File: config.mk
export PLATFORM = sky130hd
export DESIGN_NAME = gdfv_mul
export DESIGN_NICKNAME = d
export VERILOG_FILES = /design/src/sv/gdfv_pkg.sv /design/src/sv/gdfv_mul.sv
export SDC_FILE = /design/constraint.sdc
export NUM_CORES = 2
export LEC_CHECK = 0
export BUFFER_PORTS_ARGS = -buffer_cell sky130_fd_sc_hd__buf_2
export CAP_MARGIN = 20
export CORE_ASPECT_RATIO = 0.7
export CORE_MARGIN = 4
export CORE_UTILIZATION = 55
export CTS_CLUSTER_SIZE = 24
export DETAILED_ROUTE_END_ITERATION = 6
export PLACE_DENSITY_LB_ADDON = 0.12
export SYNTH_ARGS = -nofsm -noshare
export SYNTH_HDL_FRONTEND = slang
export SYNTH_SLANG_ARGS = --single-unit
File: constraint.sdc
create_clock -name clock -period 8.6 [get_ports clock]
set_input_delay 0.86 -clock clock [delete_from_list [all_inputs] [get_ports clock]]
set_output_delay 0.86 -clock clock [all_outputs]
set_load 0.02 [all_outputs]
File: src/sv/gdfv_pkg.sv
`timescale 1ns / 1ps
// Shared types, constants and rounding helpers for the gated direction filter.
// Used by every module of the block; depends on nothing.
package gdfv_pkg;

   localparam int WORD_W   = 64;
   localparam int FIELD_W  = 16;
   localparam int MUL_A_W  = 34;
   localparam int MUL_B_W  = 32;
   localparam int PROD_W   = MUL_A_W + MUL_B_W;
   localparam int SQ_IN_W  = 32;
   localparam int SQ_OUT_W = 16;
   localparam int EMA_SHIFT = 16;

   localparam logic [15:0] GAIN_RESET = 16'd9830;
   localparam logic [7:0]  REJECT_MAX = 8'd255;

   typedef enum logic [5:0] {
      ST_IDLE = 6'b000001,
      ST_MUL  = 6'b000010,
      ST_ACC  = 6'b000100,
      ST_SQRT = 6'b001000,
      ST_DIV  = 6'b010000,
      ST_FIN  = 6'b100000
   } state_type;

   typedef enum logic [2:0] {
      GRP_DOT = 3'd0,
      GRP_EMA = 3'd1,
      GRP_NRM = 3'd2,
      GRP_VEL = 3'd3,
      GRP_ROT = 3'd4
   } group_type;

   typedef struct packed {
      logic busy;
      logic done;
   } unit_status_type;

   function automatic logic [63:0] mag64(input logic signed [63:0] v);
      return v[63] ? 64'(-v) : 64'(v);
   endfunction

   // Applies a sign to a magnitude and saturates to the 16 bit signed range.
   function automatic logic signed [15:0] sat_mag16(input logic neg, input logic [63:0] q);
      logic signed [16:0] t;
      t = '0;
      if (neg) begin
         if (q > 64'd32768) t = -17'sd32768;
         else t = -$signed({1'b0, q[15:0]});
      end else if (q > 64'd32767) begin
         t = 17'sd32767;
      end else begin
         t = $signed({1'b0, q[15:0]});
      end
      return t[15:0];
   endfunction

   // Divide by 2^sh, rounding halves away from zero, then saturate.
   function automatic logic signed [15:0] rnd_shift_sat(input logic signed [63:0] v,
                                                       input int unsigned sh);
      logic [63:0] m;
      logic [63:0] q;
      m = mag64(v) + (64'd1 << (sh - 1));
      q = m >> sh;
      return sat_mag16(v[63], q);
   endfunction

endpackage

File: src/sv/gdfv_mul.sv
`timescale 1ns / 1ps
// Shared signed multiplier with a registered product.
// Uses widths from gdfv_pkg.
module gdfv_mul (
   input  logic                                   clock,
   input  logic signed [gdfv_pkg::MUL_A_W-1:0]    a,
   input  logic signed [gdfv_pkg::MUL_B_W-1:0]    b,
   output logic signed [gdfv_pkg::PROD_W-1:0]     prod
);

   logic signed [gdfv_pkg::PROD_W-1:0] prod_ff;

   always_ff @(posedge clock) begin
      prod_ff <= a * b;
   end

   assign prod = prod_ff;

endmodule

==> results.md <==
* Yosys top cell area share at 57.6%
* DRT Pass-1 Iters at 6
* Worst EP arrival at 8.47 ns
* Crit share post-route at 95.4%
* Max Cap Violations at 0
* Routed wire per std cell at 21.4 µm
* Global Route Usage Sum at 31.3%
* Minimum clock period at 8.20 ns
* Routed via count at 27877
* Die height at 233 µm
* Clk buf depth at 2
* Setup TNS at 0 ns
* Pins Over Slew Limit at 0
* # nets final at 5683
* Async SR Flop Fraction at 0%
* FF+latch count, synth at 66
* Actual slew at the worst max-slew pin at 0.654 ns
* Post-DR vias/cell at 5.30
* Synth Warn # at 0
* Initial antenna violation count at 2
* IO Pins at 133
* Die ar. at 76600 µm²
* Die X at 329 µm
* Seq/Total Area, Yosys at 3.33%
* Worst min-delay path class: primary input to flop
* Post-synth EDFFs at 0
* Dpl cells at 5241
* Largest register FFs at 66
* Placed inst area at 42000 µm²
* H-tree Lvls at 3
* First-pass GRT wire length at 181000 µm
* Synth top cells by count: fa_1, inv_1, nand2_1
* Cell taking the most area after synthesis: fa_1
* Synth-to-layout area growth at 6.64%
* Syn_nets at 5609
* Number of global-route vias before repair at 29324
* Finished Cell Area at 42300 µm²
* Post-route ant nets at 0
* CP required at 8.87 ns
* Dominant cells by area after synthesis: fa_1, inv_1, and2_1
* Final Instance Count excl. Fillers at 5258
* Global route overflow at 0
* Mapped Area at 39700 µm²
* TritonCTS Buffers at 9
* DRC violations left at 0
* Post-synth cell types at 61
* Avg Inst Size Synth at 9.42 µm²
* Hold Path Origin: b[0]
* CTS resizes at 0
* Core Rows at 82
* Run status: complete, no violations
* Crit. Startpoint: b[5]
* Synth Instances at 4212
* RSZ-0062 raised after global routing: no
* CTS root buffer: clkbuf_16
* CTS tree: yes
* Core ar. at 71500 µm²
* Iteration-0 DRC Markers at 2565
* Final Wtd Congestion at 0.922
* Setup violators final at 0
* Crit path max fanout at 23
* Clock sinks at 66
* WS Path Type: primary input to flop
* Post-CTS Setup Bufs at 0
* Total routed wirelength at 112000 µm
* Top_reg_cell synth: dfxtp_1
* Startpoint types: primary input
* Hold depth at 3
* Top-count cell post-synth: fa_1
* Dpl hpwl at 97200 µm
* Hold_buf cts at 0
* Clk slew on worst S/H paths at 0.06 ns
* Final hold vios at 0
* Worst Hold Path EP: prod[0]
* Layout cell share with drive strength beyond 1 at 7.76%
* Crit. End Element: flop
* Normalized max-slew margin at 56.4%
* Largest net degree at the start of global routing at 29
* Port bufs at 132
* Highest clock rate at 0.122 GHz
* Starting density of the core at 55.5%
[cell type report]
| cell class | instances | area, µm² |
|---|---|---|
| diodes | 1 | 2.50 |
| clock buffers | 10 | 239 |
| clock inverters | 6 | 65.1 |
| fillers | 6317 | 29200 |
| inverters | 1053 | 3950 |
| multi-input cells | 2866 | 33600 |
| flip-flops and latches | 66 | 1320 |
| well taps | 966 | 1210 |
| repair buffers | 290 | 1980 |
[per-layer routing]
layer / GRT usage (%) / up-vias / wire, µm
li1: - / 12102 / -
met2: 37.1 / 1297 / 39700
met4: 3.42 / 2 / 975
met1: 53.2 / 14413 / 55800
met3: 13.0 / 63 / 15800
met5: 0 / - / 13
[metrics by stage]
step | worst slack, ns | util [%] | hold WS [ns]
after floorplan | 0.489 | - | 0.987
after global placement | -0.0708 | 58.7 | 1.28
after detailed placement | -0.0544 | 58.7 | 1.28
after CTS | 0.286 | 59.2 | 1.23
after global routing | 0.0341 | 59.2 | 1.26
final | 0.396 | 59.2 | 1.26
[critical path: stages]
cell      delay (ns)
buf_2           0.27
buf_4           0.29
and2_1          0.20
fa_1            0.47
fa_1            0.49
fa_1            0.57
inv_1           0.05
fa_1            0.47
inv_1           0.05
fa_1            0.49
inv_1           0.05
fa_1            0.54
inv_1           0.05
fa_1            0.51
fa_1            0.45
ha_1            0.39
nor3_1          0.20
nor2_1          0.09
nand3_1         0.18
o211ai_1        0.14
buf_4           0.18
o31a_1          0.26
o211a_1         0.22
o31ai_1         0.42
buf_4           0.21
nor2b_1         0.17
xnor2_1         0.16
[cells in the final DEF (no fill, tap or decap), types with 10 or more instances in the layout]
master,n
a21o_1,32
a21oi_1,73
a31oi_1,10
and2_1,534
buf_2,125
buf_4,149
dfxtp_1,66
fa_1,1142
ha_1,188
inv_1,1053
nand2_1,565
nand2b_1,14
nand3_1,21
nand4_1,10
nor2_1,64
nor3_1,10
o21ai_0,35
o21bai_1,10
xnor2_1,52
xor2_1,21
[how the worst max path moves through the flow]
| stage | cells past startpoint | endpoint |
|---|---|---|
| after floorplan | 23 | prod[65] |
| after global placement | 29 | prod[55] |
| after detailed placement | 29 | prod[55] |
| after CTS | 22 | prod[61] |
| after global routing | 28 | prod[55] |
| final | 27 | prod[34] |
[cells by family after synthesis]
logic type | after synthesis | synth area share, %
buf+inv | 1280 | 12.1
compound gates | 219 | 3.79
simple gates | 1244 | 15.6
xor+xnor | 73 | 1.61
fa+ha+maj | 1330 | 63.5
flops | 66 | 3.33
Power is not shown: default switching activity piles up to over one toggle a cycle in this logic, so the estimate is an artifact.
