## src/sv/gdfv_pkg.sv

```systemverilog
`timescale 1ns / 1ps
// Shared types, constants and rounding helpers for the gated direction filter.
// Used by every module of the block; depends on nothing.
package gdfv_pkg;

   localparam int WORD_W   = 64;
   localparam int FIELD_W  = 16;
   localparam int MUL_A_W  = 34;
   localparam int MUL_B_W  = 32;
   localparam int PROD_W   = MUL_A_W + MUL_B_W;
   localparam int SQ_IN_W  = 32;
   localparam int SQ_OUT_W = 16;
   localparam int EMA_SHIFT = 16;

   localparam logic [15:0] GAIN_RESET = 16'd9830;
   localparam logic [7:0]  REJECT_MAX = 8'd255;

   typedef enum logic [5:0] {
      ST_IDLE = 6'b000001,
      ST_MUL  = 6'b000010,
      ST_ACC  = 6'b000100,
      ST_SQRT = 6'b001000,
      ST_DIV  = 6'b010000,
      ST_FIN  = 6'b100000
   } state_type;

   typedef enum logic [2:0] {
      GRP_DOT = 3'd0,
      GRP_EMA = 3'd1,
      GRP_NRM = 3'd2,
      GRP_VEL = 3'd3,
      GRP_ROT = 3'd4
   } group_type;

   typedef struct packed {
      logic busy;
      logic done;
   } unit_status_type;

   function automatic logic [63:0] mag64(input logic signed [63:0] v);
      return v[63] ? 64'(-v) : 64'(v);
   endfunction

   // Applies a sign to a magnitude and saturates to the 16 bit signed range.
   function automatic logic signed [15:0] sat_mag16(input logic neg, input logic [63:0] q);
      logic signed [16:0] t;
      t = '0;
      if (neg) begin
         if (q > 64'd32768) t = -17'sd32768;
         else t = -$signed({1'b0, q[15:0]});
      end else if (q > 64'd32767) begin
         t = 17'sd32767;
      end else begin
         t = $signed({1'b0, q[15:0]});
      end
      return t[15:0];
   endfunction

   // Divide by 2^sh, rounding halves away from zero, then saturate.
   function automatic logic signed [15:0] rnd_shift_sat(input logic signed [63:0] v,
                                                       input int unsigned sh);
      logic [63:0] m;
      logic [63:0] q;
      m = mag64(v) + (64'd1 << (sh - 1));
      q = m >> sh;
      return sat_mag16(v[63], q);
   endfunction

endpackage

```

## src/sv/gdfv_div.sv

```systemverilog
`timescale 1ns / 1ps
// Restoring unsigned divider, one quotient bit per cycle.
// Uses widths and the status struct from gdfv_pkg.
module gdfv_div (
   input  logic                               clock,
   input  logic                               reset,
   input  logic                               start,
   input  logic [gdfv_pkg::WORD_W-1:0]        dividend,
   input  logic [gdfv_pkg::WORD_W-1:0]        divisor,
   output logic [gdfv_pkg::WORD_W-1:0]        quotient,
   output gdfv_pkg::unit_status_type          status
);

   localparam int CNT_W = $clog2(gdfv_pkg::WORD_W + 1);

   logic                        busy_ff, busy_in;
   logic                        done_ff, done_in;
   logic [CNT_W-1:0]            cnt_ff, cnt_in;
   logic [gdfv_pkg::WORD_W-1:0] rem_ff, rem_in;
   logic [gdfv_pkg::WORD_W-1:0] quo_ff, quo_in;
   logic [gdfv_pkg::WORD_W-1:0] dvs_ff, dvs_in;
   logic [gdfv_pkg::WORD_W:0]   shifted;
   logic                        ge;

   always_comb begin
      shifted = {rem_ff, quo_ff[gdfv_pkg::WORD_W-1]};
      ge      = shifted >= {1'b0, dvs_ff};
      busy_in = busy_ff;
      done_in = 1'b0;
      cnt_in  = cnt_ff;
      rem_in  = rem_ff;
      quo_in  = quo_ff;
      dvs_in  = dvs_ff;
      if (start) begin
         busy_in = 1'b1;
         cnt_in  = CNT_W'(gdfv_pkg::WORD_W);
         rem_in  = '0;
         quo_in  = dividend;
         dvs_in  = divisor;
      end else if (busy_ff) begin
         rem_in = ge ? gdfv_pkg::WORD_W'(shifted - {1'b0, dvs_ff})
                     : shifted[gdfv_pkg::WORD_W-1:0];
         quo_in = {quo_ff[gdfv_pkg::WORD_W-2:0], ge};
         cnt_in = cnt_ff - CNT_W'(1);
         if (cnt_ff == CNT_W'(1)) begin
            busy_in = 1'b0;
            done_in = 1'b1;
         end
      end
   end

   always_ff @(posedge clock) begin
      if (reset) begin
         busy_ff <= 1'b0;
         done_ff <= 1'b0;
         cnt_ff  <= '0;
      end else begin
         busy_ff <= busy_in;
         done_ff <= done_in;
         cnt_ff  <= cnt_in;
      end
      rem_ff <= rem_in;
      quo_ff <= quo_in;
      dvs_ff <= dvs_in;
   end

   assign quotient    = quo_ff;
   assign status.busy = busy_ff;
   assign status.done = done_ff;

endmodule

```

## config.mk

```make
export PLATFORM = sky130hd
export DESIGN_NAME = gdfv_div
export DESIGN_NICKNAME = d
export VERILOG_FILES = /design/src/sv/gdfv_pkg.sv /design/src/sv/gdfv_div.sv
export SDC_FILE = /design/constraint.sdc
export NUM_CORES = 1
export LEC_CHECK = 0
export BUFFER_PORTS_ARGS = -buffer_cell sky130_fd_sc_hd__buf_2
export CAP_MARGIN = 5
export CORE_ASPECT_RATIO = 0.6
export CORE_UTILIZATION = 35
export CTS_CLUSTER_DIAMETER = 30
export DETAILED_ROUTE_END_ITERATION = 12
export GPL_TIMING_DRIVEN = 0
export MAX_ROUTING_LAYER = met4
export PLACE_DENSITY = 0.65
export SLEW_MARGIN = 20
export SYNTH_ARGS = -nofsm -noshare
export SYNTH_HDL_FRONTEND = slang
export SYNTH_SLANG_ARGS = --single-unit
```

## constraint.sdc

```tcl
create_clock -name clock -period 3.5 [get_ports clock]
set_input_delay 0.175 -clock clock [delete_from_list [all_inputs] [get_ports clock]]
set_output_delay 0.175 -clock clock [all_outputs]
set_load 0.01 [all_outputs]
```

==> impl_metrics.env, run 1 <==
export IMPL_synthSimpleGateAreaFrac_pct=15.3
export IMPL_crit_fanout=10
export IMPL_synth_distinct_cells=94
export IMPL_path_cells="ha_1, buf_2, nand2_1, nor4_1, and2_1, nand2_1, a211o_1, a2111oi_4, buf_4, nor3_1, o31ai_1, a311oi_1"
export IMPL_ys_warn_count=0
export IMPL_antenna_found_initial=0
export IMPL_synthXorXnorAreaFrac_pct=3.38
export IMPL_switching_power_w=0.00279
export IMPL_synth_fp_nets=1491
export IMPL_placementRows=53
export IMPL_grt_first_pass_wirelength_mm=64.2
export IMPL_synth_top_family_by_area="compound AO/OA/AOI/OAI gates"
export IMPL_fillerInstances=3316
export IMPL_cts_buffers=40
export IMPL_final_common_cell="buf_2"
export IMPL_routed_wl_mm=41.8
export IMPL_switching_share_pct=30.6
export IMPL_synth_cells=1293
export IMPL_p_int_w=0.00632
export IMPL_grt_max_degree=42
export IMPL_power_density_mw_per_mm2=536
export IMPL_diodes=0
export IMPL_drv_cap=0
export IMPL_drc_errors=0
export IMPL_cts_tree="done"
export IMPL_crit_path_max_incr_delay_ns=0.47
export IMPL_hold_violations=0
export IMPL_hpwl_mm=30.3
export IMPL_drt_iter0_drc=1317
export IMPL_viasPerCell=5.47
export IMPL_vias=11800
export IMPL_seq_area_frac_synth_pct=42.7
export IMPL_drt_pass1_iterations=5
export IMPL_irDropWorstVdd_mv=0.400
export IMPL_slew_violations=0
export IMPL_synthArstFlopShare_pct=0
export IMPL_die_y_um=148
export IMPL_worst_setup_path_end_kind="flip-flop"
export IMPL_cts_buffer_depth=3
export IMPL_h_tree_depth=2
export IMPL_synthMuxAreaShare_pct=6.74
export IMPL_worstPathRequired_ns=3.85
export IMPL_fmax_ghz=0.289
export IMPL_arrival_ns=3.81
export IMPL_crit_start="rem_ff[30]$_SDFFE_PP0P_"
export IMPL_io_pin_count=197
export IMPL_mostFrequentLayoutCells="buf_2 (204), nand2_1 (153), dlygate4sd3_1 (129)"
export IMPL_clock_root_buffer="clkbuf_16"
export IMPL_worst_path_most_repeated_cell="nand2_1"
export IMPL_worstHoldStart="start"
export IMPL_power_leakage_nw=7.20
export IMPL_syn_area_per_cell_um2=9.62
export IMPL_pwr_share_clk_pct=43.2
export IMPL_comb_power_share_pct=24.8
export IMPL_grtUsageTotal_pct=23.4
export IMPL_period_share_pct=98.7
export IMPL_clock_latency_ns=0.53
export IMPL_port_buffers=196
export IMPL_clk_pin_slew_worst_paths_ns=0.05
export IMPL_synth_ff_type="edfxtp_1"
export IMPL_synth_compound_area_share_pct=20.0
export IMPL_fin_worst_skew_ns=0.0260
export IMPL_critical_path_class="reg -> reg"
export IMPL_overflow=0
export IMPL_fp_dieW_um=245
export IMPL_cts_sinks=201
export IMPL_synth_adder_area_share_pct=6.80
export IMPL_min_path_type="in -> reg"
export IMPL_ant_nets=0
export IMPL_grt_pass1_vias=11100
export IMPL_place_congestion=0.967
export IMPL_ys_seq_elements=201
export IMPL_cp_slowest_cell="nor4_1"
export IMPL_tightest_slew_ns=1.06
export IMPL_drive_gt1_share_pct=24.6
export IMPL_synth_edf_count=128
export IMPL_synth_cell_area_mm2=0.0124
export IMPL_cp_start_kind="flip-flop"
export IMPL_slew_headroom_pct=29.1
export IMPL_timing_rr_start="rem_ff[30]$_SDFFE_PP0P_"
export IMPL_status="completed"
export IMPL_final_util_pct=48.5
export IMPL_final_nets=1860
export IMPL_area_growth_syn_to_layout_pct=36.6
export IMPL_dieArea_mm2=0.0363
export IMPL_core_area_mm2=0.0350
export IMPL_wl_per_cell_um=19.4
export IMPL_period_needed_ns=3.45
export IMPL_p_seq_share_pct=32.0
export IMPL_power_total_w=0.00911
export IMPL_start_util_pct=35.5
export IMPL_setup_viol=0
[sequential cells by signal, indices dropped and copies added, names as in the netlist]
register,count
busy_ff,1
cnt_ff,7
done_ff,1
dvs_ff,64
quotient,64
rem_ff,64
[stage by stage]
| stage | worst slack (ns) | cells | hold WS (ns) | cell area, um2 | TNS, ns |
|---|---|---|---|---|---|
| final | 0.0454 | 2161 | 0.108 | 17000 | 0 |
| after global routing | -0.0268 | 2161 | 0.115 | 17000 | -0.0268 |
| after CTS | -0.0153 | 2163 | 0.0966 | 16800 | -0.0153 |
| after detailed placement | -0.610 | 1958 | 0.353 | 14000 | -4.50 |
| after global placement | -2.03 | 1956 | 0.352 | 14000 | -133.58 |
| after floorplan | 0.525 | 1293 | 0.247 | 12400 | 0 |
[path summary, 6_finish.rpt]
kind / endpoint / slack [ns] / cells after the start
setup reg to reg: rem_ff[63]$_SDFFE_PP0P_ / 0.05 / 12
setup / recovery: rem_ff[63]$_SDFFE_PP0P_ / 0.05 / 12
hold / removal: dvs_ff[60]$_DFFE_PP_ / 0.11 / 1
hold reg to reg: rem_ff[20]$_SDFFE_PP0P_ / 0.48 / 2
[area by class of cell]
| type | instances | area [um2] | area share (%) |
|---|---|---|---|
| plain buffers | 59 | 320 | 1.89 |
| clock inverters | 23 | 290 | 1.71 |
| well taps | 467 | 584 | 3.44 |
| clock buffers | 51 | 1080 | 6.38 |
| inverters | 82 | 310 | 1.83 |
| repair buffers | 335 | 2370 | 14.0 |
| flip-flops and latches | 201 | 5310 | 31.2 |
| multi-input cells | 943 | 6710 | 39.5 |
[power by group through the flow]
stage | Clock [W] | Sequential (W) | Combinational, W
2_1_floorplan | 0 | 0.00295 | 0.00133
3_3_place_gp | 0 | 0.00294 | 0.00196
3_5_place_dp | 0 | 0.00295 | 0.00200
4_1_cts | 0.00401 | 0.00291 | 0.00215
5_1_grt | 0.00414 | 0.00293 | 0.00245
6_report | 0.00394 | 0.00291 | 0.00226
[repair_timing]
item / 4_1_cts / 5_1_grt
endpoints found under the hold margin: 130 / 0
resized for setup: 14 / 37
pin swaps: 2 / 12
setup endpoints to repair: 47 / 60
buffers inserted: 4 / 4
hold buffers: 129 / 0
[worst max-delay path: cells and delay by family, from the launching register on]
kind	cells	cell delay (ns)
AOI/OAI and AO/OA	4	1.18
and+or+nand+nor	5	1.07
buffers and inverters	2	0.39
DFF	1	0.35
adders and majority gates	1	0.29
[synth_stat cells, types with 9 or more instances]
| cell type | count | share of area, % |
|---|---|---|
| clkbuf_1 | 44 | 1.3 |
| xor2_1 | 22 | 1.5 |
| a21oi_1 | 78 | 3.1 |
| ha_1 | 66 | 6.6 |
| mux2_2 | 66 | 6.0 |
| xnor2_1 | 26 | 1.8 |
| nor3_1 | 22 | 0.89 |
| or3_1 | 9 | 0.45 |
| inv_1 | 82 | 2.5 |
| a31oi_1 | 12 | 0.60 |
| a211oi_1 | 14 | 0.85 |
| and3_1 | 9 | 0.45 |
| buf_2 | 12 | 0.48 |
| nand3_1 | 18 | 0.72 |
| dfxtp_1 | 73 | 12 |
| and2_1 | 9 | 0.45 |
| nand2b_1 | 13 | 0.65 |
| nand4_1 | 19 | 0.96 |
| o21ai_0 | 55 | 2.2 |
| edfxtp_1 | 128 | 31 |
| a21o_1 | 41 | 2.5 |
| nand2_1 | 155 | 4.7 |
| nor2_1 | 109 | 3.3 |
| a311oi_1 | 44 | 3.1 |
| o21bai_1 | 17 | 1.0 |
[cells by family after synthesis]
logic type / count (synthesis)
multiplexers: 75
buffers and inverters: 149
flip-flops: 201
XOR/XNOR: 48
AO/OA/AOI/OAI: 347
adder cells (fa/ha/maj): 67
AND/OR/NAND/NOR: 406
[routing by layer]
| layer | vias up | wire, um | track usage (%) |
|---|---|---|---|
| met5 | - | 0 | - |
| met4 | 0 | 541 | 4.09 |
| met3 | 55 | 3660 | 5.59 |
| met2 | 520 | 16700 | 30.6 |
| met1 | 5726 | 20900 | 36.0 |
| li1 | 5529 | - | - |
Power figures use the tool's default switching activity.
==> run 2: changes to the inputs <==
GPL_TIMING_DRIVEN = not set   (was 0)
==> run 2 against run 1 <==
Effect of this change: cell area is 1.5% lower; critical path type unchanged; sequential cell count is the same; sequential share of layout area rose by 0.51 points; count of clock-buffer cells in the layout shrank 8; core utilization is 0.74 points lower.
==> impl_metrics.env, run 2 (synthesis results as in run 1) <==
export IMPL_status="completed"
export IMPL_period_share_pct=97.5
export IMPL_grt_max_degree=71
export IMPL_mostFrequentLayoutCells="buf_2 (195), nand2_1 (155), dlygate4sd3_1 (129)"
export IMPL_core_area_mm2=0.0350
export IMPL_diodes=0
export IMPL_cp_slowest_cell="a2111oi_4"
export IMPL_period_needed_ns=3.41
export IMPL_cts_buffer_depth=3
export IMPL_path_cells="inv_1, ha_1, fa_1, nand2b_1, a211oi_2, o41ai_2, a2111oi_4, o21ai_1, a21oi_2, or4_1, nand4_1, a311oi_1"
export IMPL_dpl_cell_count=1922
export IMPL_vias=11500
export IMPL_irDropWorstVdd_mv=0.346
export IMPL_grt_pass1_vias=10800
export IMPL_placementRows=53
export IMPL_clock_latency_ns=0.53
export IMPL_wl_per_cell_um=18.1
export IMPL_tightest_slew_ns=1.06
export IMPL_slew_headroom_pct=29.6
export IMPL_min_path_type="in -> reg"
export IMPL_power_density_mw_per_mm2=540
export IMPL_clock_root_buffer="clkbuf_16"
export IMPL_power_leakage_nw=7.12
export IMPL_hold_violations=0
export IMPL_viasPerCell=5.41
export IMPL_arrival_ns=3.84
export IMPL_stdcell_count=2125
export IMPL_grtUsageTotal_pct=21.4
export IMPL_crit_path_max_incr_delay_ns=0.47
export IMPL_drive_gt1_share_pct=24.3
export IMPL_cts_sinks=201
export IMPL_clk_pin_slew_worst_paths_ns=0.05
export IMPL_cp_start_kind="flip-flop"
export IMPL_final_nets=1825
export IMPL_dieArea_mm2=0.0363
export IMPL_grt_first_pass_wirelength_mm=59.9
export IMPL_hpwl_mm=27.4
export IMPL_antenna_found_initial=0
export IMPL_h_tree_depth=2
export IMPL_drt_iter0_drc=1283
export IMPL_drt_pass1_iterations=6
export IMPL_critical_path_class="reg -> reg"
export IMPL_cts_tree="done"
export IMPL_io_pin_count=197
export IMPL_place_congestion=0.957
export IMPL_fp_dieW_um=245
export IMPL_setup_tns_ns=0
export IMPL_final_common_cell="buf_2"
export IMPL_crit_fanout=5
export IMPL_drc_errors=0
export IMPL_start_util_pct=35.5
export IMPL_rsz0062_at_grt="yes"
export IMPL_setup_viol=0
export IMPL_slew_violations=0
export IMPL_routed_wl_mm=38.5
export IMPL_area_growth_syn_to_layout_pct=34.5
export IMPL_cts_buffers=40
export IMPL_port_buffers=196
export IMPL_fmax_ghz=0.293
export IMPL_drv_cap=0
export IMPL_fin_worst_skew_ns=0.0178
export IMPL_critPathTopFamily="compound AO/OA/AOI/OAI gates"
export IMPL_overflow=0
export IMPL_worst_setup_path_end_kind="flip-flop"
export IMPL_timing_critical_path_buf_inv=1
export IMPL_die_y_um=148
export IMPL_worstPathRequired_ns=3.93
export IMPL_ant_nets=0
[run 2: timing repair]
action | in CTS | in global routing
buffers inserted | 0 | 0
pin swaps | 0 | 2
gates cloned | 0 | 1
endpoints found under the hold margin | 130 | 0
hold buffers | 129 | 0
setup endpoints to repair | 3 | 56
gates resized for setup | 1 | 8
[run 2: area by class of cell]
cell class                      instances  area [um2]
Fill cell                            3285       18300
Multi-Input combinational cell        944        6560
Sequential cell                       201        5310
Timing Repair Buffer                  358        2580
Clock buffer                           43        1030
Tap cell                              467         584
Clock inverter                         30         354
Inverter                               82         308
[run 2: power by group]
| part | internal (W) | total [W] | switching (W) |
|---|---|---|---|
| Sequential | 0.00277 | 0.00292 | 0.000143 |
| Combinational | 0.000901 | 0.00216 | 0.00126 |
| Clock | 0.00260 | 0.00395 | 0.00134 |
| Total | 0.00628 | 0.00902 | 0.00274 |
[run 2: final timing paths]
kind | start | end | slack (ns) | cells past startpoint
worst min register to register | rem_ff[60]$_SDFFE_PP0P_ | rem_ff[60]$_SDFFE_PP0P_ | 0.48 | 2
worst max register to register | quotient[63]$_DFFE_PP_ | rem_ff[62]$_SDFFE_PP0P_ | 0.09 | 12
worst min-delay path | start | rem_ff[1]$_SDFFE_PP0P_ | 0.02 | 2
worst max-delay path | quotient[63]$_DFFE_PP_ | rem_ff[62]$_SDFFE_PP0P_ | 0.09 | 12
[run 2: through the flow]
step / hold WS [ns] / util [%] / total power, W / cell area (um2) / setup WS (ns)
final: 0.0189 / 47.8 / 0.00902 / 16700 / 0.0877
after global routing: 0.0173 / 47.8 / 0.00944 / 16700 / -0.0855
after CTS: 0.00893 / 47.6 / 0.00904 / 16700 / 0.104
after detailed placement: 0.353 / 39.9 / 0.00492 / 14000 / -0.00953
after global placement: 0.351 / 39.9 / 0.00487 / 14000 / 0.159
after floorplan: 0.247 / - / 0.00428 / 12400 / 0.525
[run 2: metal layers]
layer / track usage, % / wire length, um
met3: 5.08 / 3470
met2: 28.3 / 15700
met4: 4.22 / 514
met1: 32.3 / 18900
met5: - / 0
==> run 3: changes to the inputs <==
CTS_BUF_LIST = sky130_fd_sc_hd__clkbuf_4 sky130_fd_sc_hd__clkbuf_8 sky130_fd_sc_hd__clkbuf_16   (was not set)
REMOVE_ABC_BUFFERS = 1   (was not set)
==> run 3 against run 2 <==
Effect of this change: hold slack gained 0.017 ns; combinational power barely moved; cell area increased by 0.22%; routed wire length grew 1.7%; worst setup slack got worse by 0.016 ns; sequential cell count unchanged; first-iteration DRC count decreased by 19%; non-clock buffer count rose by 2; global-route usage grew 0.62 points; sequential power about the same; count of clock-buffer cells in the layout grew 3; sequential share of layout area down 0.071 points; critical path type unchanged; largest cell class unchanged.
==> impl_metrics.env, run 3 (synthesis results as in run 1) <==
export IMPL_status="completed"
export IMPL_setup_ws_ns=0.0714
export IMPL_switching_power_w=0.00273
export IMPL_comb_power_share_pct=24.4
export IMPL_drv_cap=0
export IMPL_drive_gt1_share_pct=24.7
export IMPL_setup_tns_ns=0
export IMPL_period_share_pct=98.0
export IMPL_ant_nets=0
export IMPL_viasPerCell=5.45
export IMPL_grt_max_degree=110
export IMPL_hpwl_mm=27.4
export IMPL_die_y_um=148
export IMPL_slew_headroom_pct=54.7
export IMPL_critical_path_class="reg -> reg"
export IMPL_drt_pass1_iterations=6
export IMPL_period_needed_ns=3.43
export IMPL_switching_share_pct=30.5
export IMPL_hold_worst_slack_ns=0.0359
export IMPL_fin_worst_skew_ns=0.0267
export IMPL_start_util_pct=35.5
export IMPL_min_path_type="in -> reg"
export IMPL_worst_setup_path_end_kind="flip-flop"
export IMPL_overflow=0
export IMPL_tightest_slew_ns=0.671
export IMPL_fp_dieW_um=245
export IMPL_clock_root_buffer="clkbuf_16"
export IMPL_mostFrequentLayoutCells="buf_2 (195), nand2_1 (154), edfxtp_1 (128), dlygate4sd3_1 (128), nor2_1 (109)"
export IMPL_p_seq_share_pct=32.5
export IMPL_fmax_ghz=0.292
export IMPL_rsz0062_at_grt="no"
export IMPL_worstPathRequired_ns=3.91
export IMPL_hold_path_depth=2
export IMPL_hold_violations=0
export IMPL_placed_area_mm2=0.0140
export IMPL_stdcell_area_mm2=0.0168
export IMPL_vias=11600
export IMPL_cts_sinks=201
export IMPL_irDropWorstVdd_mv=0.484
export IMPL_power_leakage_nw=7.13
export IMPL_grt_first_pass_wirelength_mm=61.2
export IMPL_final_nets=1824
export IMPL_pwr_share_clk_pct=43.1
export IMPL_drt_iter0_drc=1043
export IMPL_drc_errors=0
export IMPL_grtUsageTotal_pct=22.0
export IMPL_clk_pin_slew_worst_paths_ns=0.05
export IMPL_area_growth_syn_to_layout_pct=34.8
export IMPL_setup_viol=0
export IMPL_p_int_w=0.00623
export IMPL_final_common_cell="buf_2"
export IMPL_wl_per_cell_um=18.5
export IMPL_cts_buffers=38
export IMPL_h_tree_depth=2
export IMPL_cts_tree="done"
export IMPL_clock_latency_ns=0.53
export IMPL_routed_wl_mm=39.2
export IMPL_grt_pass1_vias=11100
export IMPL_dieArea_mm2=0.0363
export IMPL_arrival_ns=3.84
export IMPL_pre_cts_slack_ns=0.0798
export IMPL_slew_violations=0
export IMPL_ff2ff_path_depth=11
export IMPL_place_congestion=0.957
export IMPL_placementRows=53
export IMPL_cp_start_kind="flip-flop"
export IMPL_io_pin_count=197
export IMPL_cts_buffer_depth=3
export IMPL_core_area_mm2=0.0350
export IMPL_crit_fanout=8
export IMPL_power_density_mw_per_mm2=535
export IMPL_port_buffers=196
export IMPL_antenna_found_initial=1
==> run 3: changes by cell type in the layout (fill, tap and decap cells not counted), moves of 2 or more <==
cell | before | now
clkbuf_4 | 0 | 2
clkinv_4 | 8 | 3
buf_12 | 4 | 7
clkbuf_8 | 0 | 2
bufinv_16 | 6 | 4
clkinvlp_4 | 2 | 5
clkbuf_1 | 2 | 0
nor2_2 | 3 | 1
==> run 3: area by class of cell <==
class / count / area [um2]
clock buffers: 46 / 1090
diodes: 1 / 2.50
clock inverters: 24 / 267
multi-input cells: 943 / 6570
flip-flops and latches: 201 / 5310
well taps: 467 / 584
repair buffers: 360 / 2630
fillers: 3268 / 18300
inverters: 82 / 308
==> run 3: power by group through the flow <==
stage               Clock [W]  Combinational [W]  Sequential, W
floorplan                   0            0.00125        0.00297
global placement            0            0.00196        0.00294
detailed placement          0            0.00198        0.00295
CTS                   0.00395            0.00211        0.00291
global route          0.00406            0.00239        0.00293
finish                0.00387            0.00219        0.00291
==> run 3: stage by stage <==
step / cells / power [W] / utilization [%]
final: 2124 / 0.00897 / 47.9
after global routing: 2124 / 0.00938 / 47.9
after CTS: 2119 / 0.00896 / 47.5
after detailed placement: 1921 / 0.00492 / 40.0
after global placement: 1921 / 0.00490 / 40.0
after floorplan: 1226 / 0.00422 / -
==> run 3: timing repair <==
action                     in CTS  in global routing
hold buffers                  128                  0
gates resized for setup         0                 15
buffers inserted                0                  4
setup endpoints to repair       0                 42
hold endpoints to repair      129                  0
==> run 3: path summary, 6_finish.rpt <==
kind	end	slack (ns)	start
setup / recovery	rem_ff[63]$_SDFFE_PP0P_	0.07	dvs_ff[38]$_DFFE_PP_
hold / removal	quotient[41]$_DFFE_PP_	0.04	dividend[41]
setup reg to reg	rem_ff[63]$_SDFFE_PP0P_	0.07	dvs_ff[38]$_DFFE_PP_
hold reg to reg	rem_ff[28]$_SDFFE_PP0P_	0.49	rem_ff[28]$_SDFFE_PP0P_
==> run 3: worst max-delay path: stages, from the launching register on <==
cell,delay [ns]
edfxtp_1,0.33
inv_1,0.06
ha_1,0.50
nand4_1,0.34
nor3_1,0.37
and2_1,0.24
nand2_1,0.10
a211o_1,0.33
a2111oi_4,0.46
o211a_1,0.23
o31ai_1,0.08
a311oi_1,0.28
==> run 3: per-layer routing <==
metal  up-vias  wire length, um  share of wire, %  global-route usage (%)
li1       5443                -                 -                       -
met1      5547            19700                50                    33.3
met2       519            15200                39                    28.7
met3        62             3590               9.2                    5.34
met4         0              713               1.8                    4.81
met5         -                0                 0                       -
