## config.mk

```make
export PLATFORM = sky130hd
export DESIGN_NAME = gdfv_isqrt
export DESIGN_NICKNAME = d
export VERILOG_FILES = /design/src/sv/gdfv_pkg.sv /design/src/sv/gdfv_isqrt.sv
export SDC_FILE = /design/constraint.sdc
export NUM_CORES = 1
export LEC_CHECK = 0
export BUFFER_PORTS_ARGS = -buffer_cell sky130_fd_sc_hd__buf_2
export CAP_MARGIN = 10
export CORE_MARGIN = 3
export CORE_UTILIZATION = 60
export CTS_CLUSTER_DIAMETER = 120
export DETAILED_ROUTE_END_ITERATION = 8
export GPL_TIMING_DRIVEN = 0
export HOLD_SLACK_MARGIN = 0.1
export PLACE_DENSITY = 0.76
export RECOVER_POWER = 25
export SYNTH_ARGS = -nofsm -noshare
export SYNTH_HDL_FRONTEND = slang
export SYNTH_SLANG_ARGS = --single-unit
export TNS_END_PERCENT = 1
```

## constraint.sdc

```tcl
create_clock -name clock -period 14.02 [get_ports clock]
set_input_delay 0 -clock clock [delete_from_list [all_inputs] [get_ports clock]]
set_output_delay 0 -clock clock [all_outputs]
set_load 0.01 [all_outputs]
```

## src/sv/gdfv_pkg.sv

```systemverilog
`timescale 1ns / 1ps
// Shared types, constants and rounding helpers for the gated direction filter.
// Used by every module of the block; depends on nothing.
package gdfv_pkg;

   localparam int WORD_W   = 64;
   localparam int FIELD_W  = 16;
   localparam int MUL_A_W  = 34;
   localparam int MUL_B_W  = 32;
   localparam int PROD_W   = MUL_A_W + MUL_B_W;
   localparam int SQ_IN_W  = 32;
   localparam int SQ_OUT_W = 16;
   localparam int EMA_SHIFT = 16;

   localparam logic [15:0] GAIN_RESET = 16'd9830;
   localparam logic [7:0]  REJECT_MAX = 8'd255;

   typedef enum logic [5:0] {
      ST_IDLE = 6'b000001,
      ST_MUL  = 6'b000010,
      ST_ACC  = 6'b000100,
      ST_SQRT = 6'b001000,
      ST_DIV  = 6'b010000,
      ST_FIN  = 6'b100000
   } state_type;

   typedef enum logic [2:0] {
      GRP_DOT = 3'd0,
      GRP_EMA = 3'd1,
      GRP_NRM = 3'd2,
      GRP_VEL = 3'd3,
      GRP_ROT = 3'd4
   } group_type;

   typedef struct packed {
      logic busy;
      logic done;
   } unit_status_type;

   function automatic logic [63:0] mag64(input logic signed [63:0] v);
      return v[63] ? 64'(-v) : 64'(v);
   endfunction

   // Applies a sign to a magnitude and saturates to the 16 bit signed range.
   function automatic logic signed [15:0] sat_mag16(input logic neg, input logic [63:0] q);
      logic signed [16:0] t;
      t = '0;
      if (neg) begin
         if (q > 64'd32768) t = -17'sd32768;
         else t = -$signed({1'b0, q[15:0]});
      end else if (q > 64'd32767) begin
         t = 17'sd32767;
      end else begin
         t = $signed({1'b0, q[15:0]});
      end
      return t[15:0];
   endfunction

   // Divide by 2^sh, rounding halves away from zero, then saturate.
   function automatic logic signed [15:0] rnd_shift_sat(input logic signed [63:0] v,
                                                       input int unsigned sh);
      logic [63:0] m;
      logic [63:0] q;
      m = mag64(v) + (64'd1 << (sh - 1));
      q = m >> sh;
      return sat_mag16(v[63], q);
   endfunction

endpackage

```

## src/sv/gdfv_isqrt.sv

```systemverilog
`timescale 1ns / 1ps
// Iterative integer square root (floor), one result bit per cycle.
// Uses widths and the status struct from gdfv_pkg.
module gdfv_isqrt (
   input  logic                                clock,
   input  logic                                reset,
   input  logic                                start,
   input  logic [gdfv_pkg::SQ_IN_W-1:0]        radicand,
   output logic [gdfv_pkg::SQ_OUT_W-1:0]       root,
   output gdfv_pkg::unit_status_type           status
);

   localparam logic [gdfv_pkg::SQ_IN_W-1:0] BIT_START =
      gdfv_pkg::SQ_IN_W'(1) << (gdfv_pkg::SQ_IN_W - 2);

   logic                         busy_ff, busy_in;
   logic                         done_ff, done_in;
   logic [gdfv_pkg::SQ_IN_W-1:0] n_ff, n_in;
   logic [gdfv_pkg::SQ_IN_W-1:0] res_ff, res_in;
   logic [gdfv_pkg::SQ_IN_W-1:0] bit_ff, bit_in;
   logic [gdfv_pkg::SQ_IN_W:0]   trial;

   always_comb begin
      trial   = {1'b0, res_ff} + {1'b0, bit_ff};
      busy_in = busy_ff;
      done_in = 1'b0;
      n_in    = n_ff;
      res_in  = res_ff;
      bit_in  = bit_ff;
      if (start) begin
         busy_in = 1'b1;
         n_in    = radicand;
         res_in  = '0;
         bit_in  = BIT_START;
      end else if (busy_ff) begin
         if ({1'b0, n_ff} >= trial) begin
            n_in   = gdfv_pkg::SQ_IN_W'({1'b0, n_ff} - trial);
            res_in = (res_ff >> 1) + bit_ff;
         end else begin
            res_in = res_ff >> 1;
         end
         bit_in = bit_ff >> 2;
         if (bit_ff == gdfv_pkg::SQ_IN_W'(1)) begin
            busy_in = 1'b0;
            done_in = 1'b1;
         end
      end
   end

   always_ff @(posedge clock) begin
      if (reset) begin
         busy_ff <= 1'b0;
         done_ff <= 1'b0;
      end else begin
         busy_ff <= busy_in;
         done_ff <= done_in;
      end
      n_ff   <= n_in;
      res_ff <= res_in;
      bit_ff <= bit_in;
   end

   assign root        = res_ff[gdfv_pkg::SQ_OUT_W-1:0];
   assign status.busy = busy_ff;
   assign status.done = done_ff;

endmodule

```

==> results of run 1 <==
[power by group]
| part | internal (mW) | leakage [nW] | switching (mW) |
|---|---|---|---|
| registers | 0.315 | 0.730 | 0.0388 |
| clock network | 0.145 | 0.150 | 0.111 |
| logic | 0.301 | 2.34 | 0.439 |
[what timing repair did]
item | CTS | global route
hold endpoints to repair | 34 | 0
hold buffers | 33 | 0
endpoints found under the setup margin | 0 | 0
[routing by layer]
layer / share of wire, % / up-vias
li1: - / 3386
met1: 44 / 3323
met2: 47 / 301
met3: 6.2 / 52
met4: 3.1 / 0
met5: 0 / -
[through the flow]
step                      cell area, sq um  power (mW)
final                                 8330        1.35
after global routing                  8330        1.44
after CTS                             8340        1.33
after detailed placement              7690        1.06
after global placement                7660        1.04
after floorplan                       7220       0.901
[cell type report]
type                    instances  area (sq um)  area share [%]
plain buffers                  52           293            3.51
clock buffers                  10           239            2.87
clock inverters                 6          72.6           0.871
inverters                      29           109            1.31
multi-input cells             693          4870            58.4
flip-flops and latches         82          1960            23.6
well taps                     143           179            2.15
repair buffers                 85           611            7.33
[worst paths after layout]
path / from / endpoint / slack [ns]
setup / recovery: bit_ff[2] / n_ff[24] / 8.02
setup reg to reg: bit_ff[2] / n_ff[24] / 8.02
hold reg to reg: res_ff[0] / res_ff[0] / 0.52
hold / removal: start / busy_ff / 0.35
[cell families after synthesis]
| kind of cell | after synthesis |
|---|---|
| and+or+nand+nor | 249 |
| adders and majority gates | 67 |
| buffers and inverters | 81 |
| xor gates and xnor gates | 64 |
| muxes | 37 |
| DFF | 82 |
| AOI/OAI and AO/OA | 276 |
[state kept, by name, indices dropped and copies added (netlist names)]
name and flops:
done_ff 1, busy_ff 1, n_ff 32, res_ff 32, bit_ff 16
[critical path: stages (launching register included)]
cell and delay [ns]:
dfxtp_1 0.45, ha_1 0.31, a31oi_1 0.34, o21ai_1 0.24, a22o_1 0.28, o41ai_2 0.30, o21bai_1 0.18, a221o_1 0.45
a31oi_1 0.24, xor2_1 0.11, ha_1 0.40, nand3_1 0.17, nor4_2 0.29, nand4_1 0.23, a21oi_2 0.40, o21ai_4 0.16
buf_6 0.19, buf_8 0.15, o21ai_4 0.50, buf_16 0.24
[synth_stat cells (4+ instances only)]
master | count | share of area [%]
nand2_1 | 95 | 4.9
buf_1 | 6 | 0.31
dfxtp_1 | 50 | 14
nor4_1 | 9 | 0.78
and3_1 | 4 | 0.35
xnor2_1 | 30 | 3.6
o211ai_1 | 8 | 0.83
o31ai_1 | 6 | 0.62
a221oi_2 | 6 | 1.2
a21boi_0 | 5 | 0.52
or3_1 | 9 | 0.78
a31oi_1 | 28 | 2.4
o21ai_0 | 58 | 4.0
mux2i_1 | 28 | 3.9
o21bai_1 | 7 | 0.73
xor2_1 | 34 | 4.1
o22ai_1 | 5 | 0.43
o21ai_1 | 22 | 1.5
nand2b_1 | 9 | 0.78
nor2b_1 | 6 | 0.52
nor3_1 | 13 | 0.90
a311oi_1 | 11 | 1.3
ha_1 | 66 | 11
mux2_2 | 9 | 1.4
inv_1 | 28 | 1.5
edfxtp_1 | 32 | 13
a21o_1 | 11 | 1.1
a211oi_1 | 16 | 1.7
a221oi_1 | 4 | 0.49
o21a_1 | 5 | 0.52
clkbuf_1 | 21 | 1.1
nor2_1 | 65 | 3.4
nand3_1 | 9 | 0.62
nand4_1 | 14 | 1.2
a31o_2 | 5 | 0.61
a21oi_1 | 46 | 3.2
buf_4 | 19 | 2.0
==> metrics.md, run 1 <==
| Metric | Value |
|---|---|
| DR WL/cell | `19.0 um` |
| Total leakage power | `3.22 nW` |
| Post-synthesis xor/xnor area fraction | `7.76%` |
| Initial antenna violation count | `0` |
| Main combinational cell family by area after synthesis | `compound AO/OA/AOI/OAI gates` |
| Crit path DAT | `6.05 ns` |
| FF-to-FF path depth | `19` |
| Filler Cell Count | `890` |
| Slew HR | `42.1%` |
| Mapped Cells | `856` |
| Sink Count | `82` |
| # IOs | `53` |
| Met3 usage | `3.60%` |
| Vias in the first global route | `6792` |
| WHS Path Cells | `3` |
| Top FF cell, synth | `dfxtp_1` |
| Final setup TNS | `0 ns` |
| Number of synthesized flops with an enable pin | `32` |
| Worst Max-Slew Pin Slew | `0.869 ns` |
| Synth warn | `0` |
| Synth cell types | `78` |
| Routed Wire Length | `20900 um` |
| Largest net degree at the start of global routing | `19` |
| Setup violators final | `0` |
| Met1 usage | `41.5%` |
| Most common cell after layout, fill and taps aside | `nand2_1` |
| Post-route minimum period | `6.00 ns` |
| IO Port Bufs | `51` |
| Worst hold path type | `in -> reg` |
| Crit Path Max Fanout | `18` |
| Worst slack, placed | `8.12 ns` |
| Post-DR vias/cell | `6.42` |
| Clk root buf | `clkbuf_16` |
| Core box area | `11600 sq um` |
| DRC errors left | `0` |
| Type of origin of the critical path | `register` |
| MaxCap Viol Count | `0` |
| Final worst-path cycle share | `42.8%` |
| Initial DRC count | `635` |
| Global-route usage over all layers | `31.6%` |
| # diodes | `0` |
| DIE HEIGHT | `116 um` |
| Clock Path Buffers | `2` |
| Ys async rst share | `0%` |
| Core Rows | `39` |
| Critical path required time | `14.08 ns` |
| CTS tree | `done` |
| Unrepaired setup endpoints after global routing | `no` |
| Post-Synth Adder-Cell Area | `11.7%` |
| Area added between synthesis and finish | `15.3%` |
| Worst Setup End Kind | `register` |
| Fin worst setup slack | `8.02 ns` |
| Final ANT Viol Nets | `0` |
| WHS | `0.350 ns` |
| M2 GR Usage | `53.2%` |
| Post-cts resize count | `0` |
| GR Overflow Total | `0` |
| Clock Pin Slew Worst Setup and Hold Paths | `0.07 ns` |
| PwrDens | `162 nW/um^2` |
| Crit Path Class | `reg -> reg` |
| Most frequent cells in the layout | `nand2_1, ha_1, nor2_1` |
| Post-synthesis cell area | `7220 sq um` |
| Compound-gate portion of the synthesized area | `26.4%` |
| GP Congestion | `0.941` |
| Syn_nets | `958` |
| # nets final | `1054` |
| Post-DP HPWL | `15200 um` |
| Max Freq | `167 MHz` |
| H-tree Lvls | `3` |
| Initial Util | `62.2%` |
| Sequential area share after synthesis | `27.2%` |
| Clock skew | `0.00837 ns` |
| Mux contribution to synthesized area | `5.28%` |
| Share of cells above drive strength 1 | `13.4%` |
| Final Hold Viols | `0` |
| Avg Inst Size Synth | `8.44 sq um` |
| Insertion delay to the later sink of the worst-skew pair | `0.36 ns` |
| Drt first pass iters | `5` |
| Most Crowded Layer GR | `met2` |
| Die area | `13400 sq um` |
| Placed insts | `1051` |
| TritonCTS Buffers | `9` |
| VDD IR-drop max | `0.0000966 V` |
| Register bit count reported by yosys | `82` |
| Status | `finished clean` |
| # Post-CTS Setup Buffers | `0` |
| Max-slew violations | `0` |
| Simple-gate area share of the yosys netlist | `16.1%` |
| Finished Layout Cells | `1100` |
| DR vias | `7062` |
| Global-route wire length before repair | `33300 um` |
| Chip width | `116 um` |
| Final Core Density | `71.7%` |
Power figures use the tool's default switching activity.
==> inputs of run 2 (changes only) <==
--- a/config.mk
+++ b/config.mk
@@ -5,10 +5,11 @@
 export SDC_FILE = /design/constraint.sdc
 export NUM_CORES = 1
 export LEC_CHECK = 0
+export ABC_AREA = 1
 export BUFFER_PORTS_ARGS = -buffer_cell sky130_fd_sc_hd__buf_2
 export CAP_MARGIN = 10
 export CORE_MARGIN = 3
-export CORE_UTILIZATION = 60
+export CORE_UTILIZATION = 57
 export CTS_CLUSTER_DIAMETER = 120
 export DETAILED_ROUTE_END_ITERATION = 8
 export GPL_TIMING_DRIVEN = 0
==> constraint.sdc (replaced) <==
create_clock -name clock -period 5.1 [get_ports clock]
set_input_delay 0 -clock clock [delete_from_list [all_inputs] [get_ports clock]]
set_output_delay 0 -clock clock [all_outputs]
set_load 0.01 [all_outputs]
==> run 2 against run 1 <==
Synthesized cell count grew 53%. Fmax grew 27%. Synthesized area grew 15%. Utilization shrank 4.6 points. Clock skew grew 0.0023 ns. Hold slack gained 0.0087 ns. Die area grew 20%. Register-to-register slack lost 7.7 ns. Wire length grew 23%. First-iteration DRC count grew 53%. Critical path type unchanged. Largest cell class unchanged.
==> metrics.md, run 2 <==
| Metric | Value |
|---|---|
| Status | `finished clean` |
| Final setup TNS | `0 ns (unchanged)` |
| GR Overflow Total | `0 (unchanged)` |
| IO Port Bufs | `52 (+2.0%)` |
| Clock power share | `16.1% (-2.9 points)` |
| Top FF cell, synth | `dfxtp_1` |
| Post-DP HPWL | `20400 um (+34%)` |
| Worst Max-Slew Pin Slew | `0.840 ns (-0.0294 ns)` |
| Crit Path Class | `reg -> reg` |
| CP max stage cell | `ha_1` |
| VDD IR-drop max | `0.000347 V (+260%)` |
| Unrepaired setup endpoints after global routing | `no` |
| # IOs | `53 (unchanged)` |
| WHS | `0.359 ns (+0.00868 ns)` |
| Combinational cell fraction of total power | `59.6% (+4.8 points)` |
| Filler Cell Count | `1316 (+48%)` |
| Switching share of power | `47.9% (+4.3 points)` |
| Initial Util | `59.0% (-3.2 points)` |
| Total Power | `4.16 mW (+210%)` |
| Critical path origin | `res_ff[2]` |
| Worst hold path startpoint | `reset` |
| Total leakage power | `4.37 nW (+36%)` |
| Most Crowded Layer GR | `met2` |
| Area added between synthesis and finish | `13.7%` |
| Most common cell after layout, fill and taps aside | `nand2_1` |
| MaxCap Viol Count | `0 (unchanged)` |
| DRC errors left | `0 (unchanged)` |
| Final worst-path cycle share | `92.7% (+50 points)` |
| Avg Inst Size Synth | `6.31 sq um (-25%)` |
| Type of origin of the critical path | `register` |
| Vias in the first global route | `8252 (+21%)` |
| Syn_nets | `1415 (+48%)` |
| PwrDens | `442 nW/um^2 (+170%)` |
| Sink Count | `82 (unchanged)` |
| Max Freq | `212 MHz (+27%)` |
| Largest regs | `n_ff x32, res_ff x32, bit_ff x16` |
| Share of cells above drive strength 1 | `8.34% (-5.0 points)` |
| Chip width | `127 um (+9.4%)` |
| Crit path DAT | `4.75 ns (-1.30 ns)` |
| Clock skew | `0.0107 ns (+0.00231 ns)` |
| Reg power frac | `24.3% (-1.9 points)` |
| Ys async rst share | `0% (unchanged)` |
| Met3 usage | `5.47% (+1.9 points)` |
| # diodes | `0 (unchanged)` |
| Synth top cells by count | `nand2_1, inv_1, nand3_1, nor2_1, a21oi_1` |
| Final Hold Viols | `0 (unchanged)` |
| Global-route usage over all layers | `32.3% (+0.76 points)` |
| Final ANT Viol Nets | `0 (unchanged)` |
| Clock Pin Slew Worst Setup and Hold Paths | `0.07 ns (about the same)` |
| Worst hold path type | `in -> reg` |
| Post-route minimum period | `4.73 ns (-1.27 ns)` |
| Die area | `16000 sq um (+20%)` |
| M2 GR Usage | `50.7% (-2.5 points)` |
| Post-synth top area cell | `nand2_1` |
| Initial antenna violation count | `0 (unchanged)` |
| Mapped Cells | `1313 (+53%)` |
| DR WL/cell | `16.1 um (-15%)` |
| Fin area | `9420 sq um (+13%)` |
| Final Core Density | `67.1% (-4.6 points)` |
| Yosys top cell area share | `16.1% (+2.2 points)` |
| Psw | `1.99 mW (+240%)` |
| Synth warn | `0 (unchanged)` |
| # nets final | `1512 (+43%)` |
| Internal Power | `2.17 mW (+180%)` |
| # Post-CTS Setup Buffers | `0 (unchanged)` |
| Met1 usage | `46.6% (+5.2 points)` |
| Reg area | `1960 sq um (unchanged)` |
| Worst Setup End Kind | `register` |
| TritonCTS Buffers | `9 (unchanged)` |
| Synth area leaders | `nand2_1, dfxtp_1, edfxtp_1` |
| DR vias | `8966 (+27%)` |
| Largest net degree at the start of global routing | `33 (+14)` |
| DIE HEIGHT | `127 um (+9.4%)` |
| Drt first pass iters | `5 (unchanged)` |
| Crit Path Max Fanout | `32 (+14)` |
| Synth cell types | `45 (-42%)` |
| Most frequent cells in the layout | `nand2_1, inv_1, nand3_1` |
| Most frequent CP cell | `nand2_1` |
| CP cell instances | `ha_1 > nand3_1 > nand2_1 > nand2_1 > nand2_1 > nand3_1 > nand2_1 > a21oi_1 > o21ai_0 > a21oi_1 > xor2_1 > ha_1 > nand2_1 > nor2_1 > nand2_1 > nor2_1 > nand2_1 > nand3_1 > nand3_2 > nand2_4 > buf_4 > nand2_1 > nand2_8` |
| Post-DR vias/cell | `5.62 (-12%)` |
| Multi-input logic area | `5450 sq um (+12%)` |
| Insertion delay to the later sink of the worst-skew pair | `0.36 ns (about the same)` |
| Slew HR | `44.0% (+2.0 points)` |
| Core box area | `14000 sq um (+21%)` |
| Sequential area share after synthesis | `23.7% (-3.5 points)` |
| Max-slew violations | `0 (unchanged)` |
| Core Rows | `43 (+10%)` |
| DP Area | `8770 sq um (+14%)` |
| Global-route wire length before repair | `42000 um (+26%)` |
| Worst r2r src | `res_ff[2]` |
| Register bit count reported by yosys | `82 (unchanged)` |
| Initial DRC count | `969 (+53%)` |
| Setup violators final | `0 (unchanged)` |
| Clk root buf | `clkbuf_16` |
| Number of synthesized flops with an enable pin | `32 (unchanged)` |
| CTS tree | `done` |
| Critical path required time | `5.13 ns (-8.95 ns)` |
| Most numerous cell in the Yosys netlist | `nand2_1` |
| Post-synthesis cell area | `8280 sq um (+15%)` |
| Critical Path Max Stage Delay | `0.38 ns (-0.12 ns)` |
| Clock Path Buffers | `2 (unchanged)` |
| Routed Wire Length | `25700 um (+23%)` |
| H-tree Lvls | `3 (unchanged)` |
| GP Congestion | `1.08 (+14%)` |
run 2: final timing paths:
path / cells past startpoint / slack (ns) / end
max reg2reg: 23 / 0.37 / n_ff[7]
min reg2reg: 2 / 0.50 / res_ff[0]
min: 3 / 0.36 / done_ff
max: 23 / 0.37 / n_ff[7]
run 2: kinds of logic after synthesis:
logic type	Yosys count	share of synthesized area [%]
XOR/XNOR	58	6.13
AND/OR/NAND/NOR	686	35.4
AO/OA/AOI/OAI	208	13.8
adder cells (fa/ha/maj)	67	10.2
buffers and inverters	212	10.8
flip-flops	82	23.7
run 2: critical path, delay by kind of cell (launching register included):
| family | cells | cell delay [ns] |
|---|---|---|
| AND/OR/NAND/NOR | 16 | 2.27 |
| adder cells (fa/ha/maj) | 2 | 0.74 |
| AO/OA/AOI/OAI | 3 | 0.57 |
| flip-flops | 1 | 0.37 |
| buffers and inverters | 1 | 0.20 |
| XOR/XNOR | 1 | 0.18 |
run 2: area by class of cell:
cell class,instances,share of cell area [%]
clock inverters,4,0.332
flip-flops and latches,82,20.8
inverters,154,6.14
clock buffers,12,2.84
well taps,180,2.39
plain buffers,58,3.33
repair buffers,86,6.33
multi-input cells,1019,57.8
run 2: metrics by stage:
stage / instances / setup slack [ns]
2_1_floorplan: 1313 / 0.818
3_3_place_gp: 1545 / -0.358
3_5_place_dp: 1545 / 0.119
4_1_cts: 1595 / 0.0929
5_1_grt: 1595 / 0.00137
6_report: 1595 / 0.373
run 2: power groups by stage:
stage	registers, mW	logic (mW)	clock network, mW
floorplan	0.966	1.83	0
global placement	1.02	2.35	0
detailed placement	1.02	2.39	0
CTS	1.01	2.42	0.670
global route	1.02	2.79	0.700
finish	1.01	2.48	0.671
run 2: metal layers:
metal  vias to the layer above  routed length, um
li1                       4504                  -
met1                      4051              11800
met2                       369              11300
met3                        42               2200
met4                         0                425
met5                         -                  0
run 2: what timing repair did:
item	CTS	global route
setup endpoints to repair	0	32
gates resized for setup	0	2
hold endpoints to repair	35	0
hold buffers	34	0
==> inputs of run 3 (changes only) <==
--- a/config.mk
+++ b/config.mk
@@ -6,12 +6,12 @@
 export NUM_CORES = 1
 export LEC_CHECK = 0
 export ABC_AREA = 1
-export BUFFER_PORTS_ARGS = -buffer_cell sky130_fd_sc_hd__buf_2
 export CAP_MARGIN = 10
 export CORE_MARGIN = 3
-export CORE_UTILIZATION = 57
+export CORE_UTILIZATION = 60
 export CTS_CLUSTER_DIAMETER = 120
 export DETAILED_ROUTE_END_ITERATION = 8
+export DONT_BUFFER_PORTS = 1
 export GPL_TIMING_DRIVEN = 0
 export HOLD_SLACK_MARGIN = 0.1
 export PLACE_DENSITY = 0.76
==> run 3 against run 2 <==
Non-clock buffer count fell by 52. Flip-flop and latch count did not move. Count of clock-buffer cells in the layout fell by 1. Utilization rose by 1.1 points. Design area fell by 3.5%. Global-route usage rose by 2.2 points. Setup slack got worse by 0.014 ns. Sequential share of layout area rose by 0.74 points. Critical path depth rose by 1. Via count rose by 0.47%. Critical endpoint is now n_ff[2]. Largest cell class unchanged. Largest power group unchanged. Highest routed layer unchanged.
==> metrics.md, run 3 (synthesis gave the netlist of run 2 again) <==
| Metric | Value |
|---|---|
| Vias in the first global route | `7892 (-4.4%)` |
| Reg-to-Reg End | `n_ff[2]` |
| Max-slew violations | `0 (unchanged)` |
| Core box area | `13300 sq um (-4.9%)` |
| WHS Path Cells | `4 (+1)` |
| Critical path required time | `5.14 ns (about the same)` |
| Reg power frac | `24.5% (+0.2 points)` |
| Final worst-path cycle share | `93.0% (+0.28 points)` |
| Clock skew | `0.0102 ns (-0.000472 ns)` |
| Max Freq | `211 MHz (-0.30%)` |
| Worst Max-Slew Pin Slew | `1.10 ns (+0.258 ns)` |
| Area added between synthesis and finish | `9.80%` |
| GR Overflow Total | `0 (unchanged)` |
| IO Port Bufs | `0 (-100%)` |
| Routed Wire Length | `26600 um (+3.6%)` |
| Final Core Density | `68.1% (+1.1 points)` |
| Post-DR vias/cell | `5.85 (+4.0%)` |
| Sink Count | `82 (unchanged)` |
| DIE HEIGHT | `124 um (-2.4%)` |
| DR WL/cell | `17.3 um (+7.2%)` |
| Share of cells above drive strength 1 | `3.88% (-4.5 points)` |
| VDD IR-drop max | `0.000328 V (-5.5%)` |
| Chip width | `124 um (-2.4%)` |
| Crit path DAT | `4.78 ns (+0.03 ns)` |
| # nets final | `1462 (-3.3%)` |
| Worst Setup End Kind | `register` |
| Hold path endpoint | `res_ff[3]` |
| Initial Util | `62.1% (+3.1 points)` |
| Fin worst setup slack | `0.359 ns (-0.0142 ns)` |
| # IOs | `53 (unchanged)` |
| Crit Path Max Fanout | `16 (-50%)` |
| Final ANT Viol Nets | `0 (unchanged)` |
| Clock Pin Slew Worst Setup and Hold Paths | `0.07 ns (about the same)` |
| Multi-input logic area | `5470 sq um (+0.46%)` |
| Clock power share | `15.5% (-0.6 points)` |
| Fin area | `9100 sq um (-3.5%)` |
| Core Rows | `42 (-2.3%)` |
| # diodes | `0 (unchanged)` |
| Total leakage power | `4.09 nW (-6.4%)` |
| Worst slack, placed | `0.0114 ns (-0.108 ns)` |
| Most frequent cells in the layout | `nand2_1, inv_1, nand3_1` |
| Insertion delay to the later sink of the worst-skew pair | `0.36 ns (about the same)` |
| Die area | `15300 sq um (-4.8%)` |
| Initial antenna violation count | `0 (unchanged)` |
| DR vias | `9008 (+0.47%)` |
| Internal Power | `2.10 mW (-3.0%)` |
| DP Area | `8510 sq um (-3.0%)` |
| Unrepaired setup endpoints after global routing | `no` |
| PwrDens | `451 nW/um^2 (+2.2%)` |
| Crit Path Class | `reg -> reg` |
| Status | `finished clean` |
| Final setup TNS | `0 ns (unchanged)` |
| Filler Cell Count | `1232 (-6.4%)` |
| CTS tree | `done` |
| # Post-CTS Setup Buffers | `0 (unchanged)` |
| Most common cell after layout, fill and taps aside | `nand2_1` |
| Worst r2r src | `res_ff[6]` |
| Final Hold Viols | `0 (unchanged)` |
| H-tree Lvls | `3 (unchanged)` |
| Post-route minimum period | `4.74 ns (+0.0142 ns)` |
| Psw | `2.00 mW (+0.42%)` |
| GP Congestion | `0.995 (-7.6%)` |
| Type of origin of the critical path | `register` |
| MaxCap Viol Count | `0 (unchanged)` |
| Switching share of power | `48.7% (+0.86 points)` |
| Global-route usage over all layers | `34.5% (+2.2 points)` |
| Initial DRC count | `837 (-14%)` |
| Setup violators final | `0 (unchanged)` |
| Combinational cell fraction of total power | `60.0% (+0.4 points)` |
| Clk root buf | `clkbuf_16` |
| Reg area | `1960 sq um (unchanged)` |
| Drt first pass iters | `6 (+1)` |
| Slew HR | `26.8% (-17 points)` |
| Worst hold path startpoint | `start` |
| WHS | `0.282 ns (-0.0770 ns)` |
| TritonCTS Buffers | `9 (unchanged)` |
| FF-to-FF path depth | `24 (+4.3%)` |
| DRC errors left | `0 (unchanged)` |
| Global-route wire length before repair | `40400 um (-3.9%)` |
| Clock Path Buffers | `2 (unchanged)` |
| Largest regs | `n_ff x32, res_ff x32, bit_ff x16` |
| Post-DP HPWL | `20700 um (+1.7%)` |
| Reg-to-reg setup timing slack | `0.36 ns (about the same)` |
| Worst hold path type | `in -> reg` |
| Largest net degree at the start of global routing | `33 (unchanged)` |
run 3: changes by cell type in the layout (fill, tap and decap cells not counted), sizes merged:
cell,before,now
nand2,359,361
inv,156,158
buf,63,13
clkinv,1,0
clkbuf,59,56
run 3: layer usage:
layer | track usage [%] | wire (um) | up-vias
li1 | - | - | 4420
met1 | 47.8 | 12100 | 4137
met2 | 52.7 | 11600 | 405
met3 | 7.50 | 2220 | 46
met4 | 12.7 | 650 | 0
met5 | 0 | 0 | -
run 3: power groups by stage:
| stage | registers (mW) | clock network (mW) | logic (mW) |
|---|---|---|---|
| after floorplan | 0.966 | 0 | 1.83 |
| final | 1.00 | 0.637 | 2.46 |
| after detailed placement | 1.02 | 0 | 2.36 |
| after CTS | 1.00 | 0.638 | 2.40 |
| after global routing | 1.02 | 0.658 | 2.73 |
| after global placement | 1.02 | 0 | 2.32 |
run 3: cell type report:
class | instances | area share [%]
Buffer | 58 | 2.71
Clock buffer | 11 | 2.67
Clock inverter | 5 | 0.385
Inverter | 154 | 6.35
Multi-Input combinational cell | 1021 | 60.2
Sequential cell | 82 | 21.6
Tap cell | 176 | 2.42
Timing Repair Buffer | 34 | 3.74
run 3: metrics by stage:
stage,std cells,power [mW]
floorplan,1313,2.80
detailed placement,1489,3.38
CTS,1539,4.04
global route,1541,4.40
finish,1541,4.10
global placement,1489,3.34
run 3: worst max path at each step:
| stage | startpoint | end | slack (ns) | cells past startpoint |
|---|---|---|---|---|
| 2_1_floorplan | res_ff[8] | n_ff[0] | 0.82 | 25 |
| 3_3_place_gp | res_ff[2] | n_ff[12] | -0.35 | 25 |
| 3_5_place_dp | res_ff[2] | n_ff[1] | 0.01 | 25 |
| 4_1_cts | bit_ff[2] | n_ff[1] | 0.22 | 25 |
| 5_1_grt | bit_ff[0] | n_ff[2] | 0.07 | 25 |
| 6_report | res_ff[6] | n_ff[2] | 0.36 | 24 |
run 3: worst max-delay path, cell delays in order, from the launching register on:
cell and delay (ns):
dfxtp_1 0.51, ha_1 0.34, nand2_1 0.13, nor2_1 0.05, nor2_1 0.08, nand2_1 0.11, nand2_1 0.11, nand2_2 0.11
a31oi_1 0.25, o21ai_0 0.21, nand2_1 0.10, nand2_1 0.06, xor2_1 0.15, ha_1 0.47, nand4_1 0.24, nor3_1 0.23
nand2_1 0.10, nand2_1 0.07, nor2_1 0.05, nor2_2 0.18, nor2_8 0.09, nand2_4 0.11, buf_4 0.21, nand2_2 0.20
nand2_8 0.23
run 3: timing repair:
action | CTS | global route
endpoints found under the setup margin | 32 | 32
pin swaps | 0 | 0
hold endpoints to repair | 35 | 0
gates resized for setup | 1 | 4
gates cloned | 0 | 2
hold buffers | 34 | 0
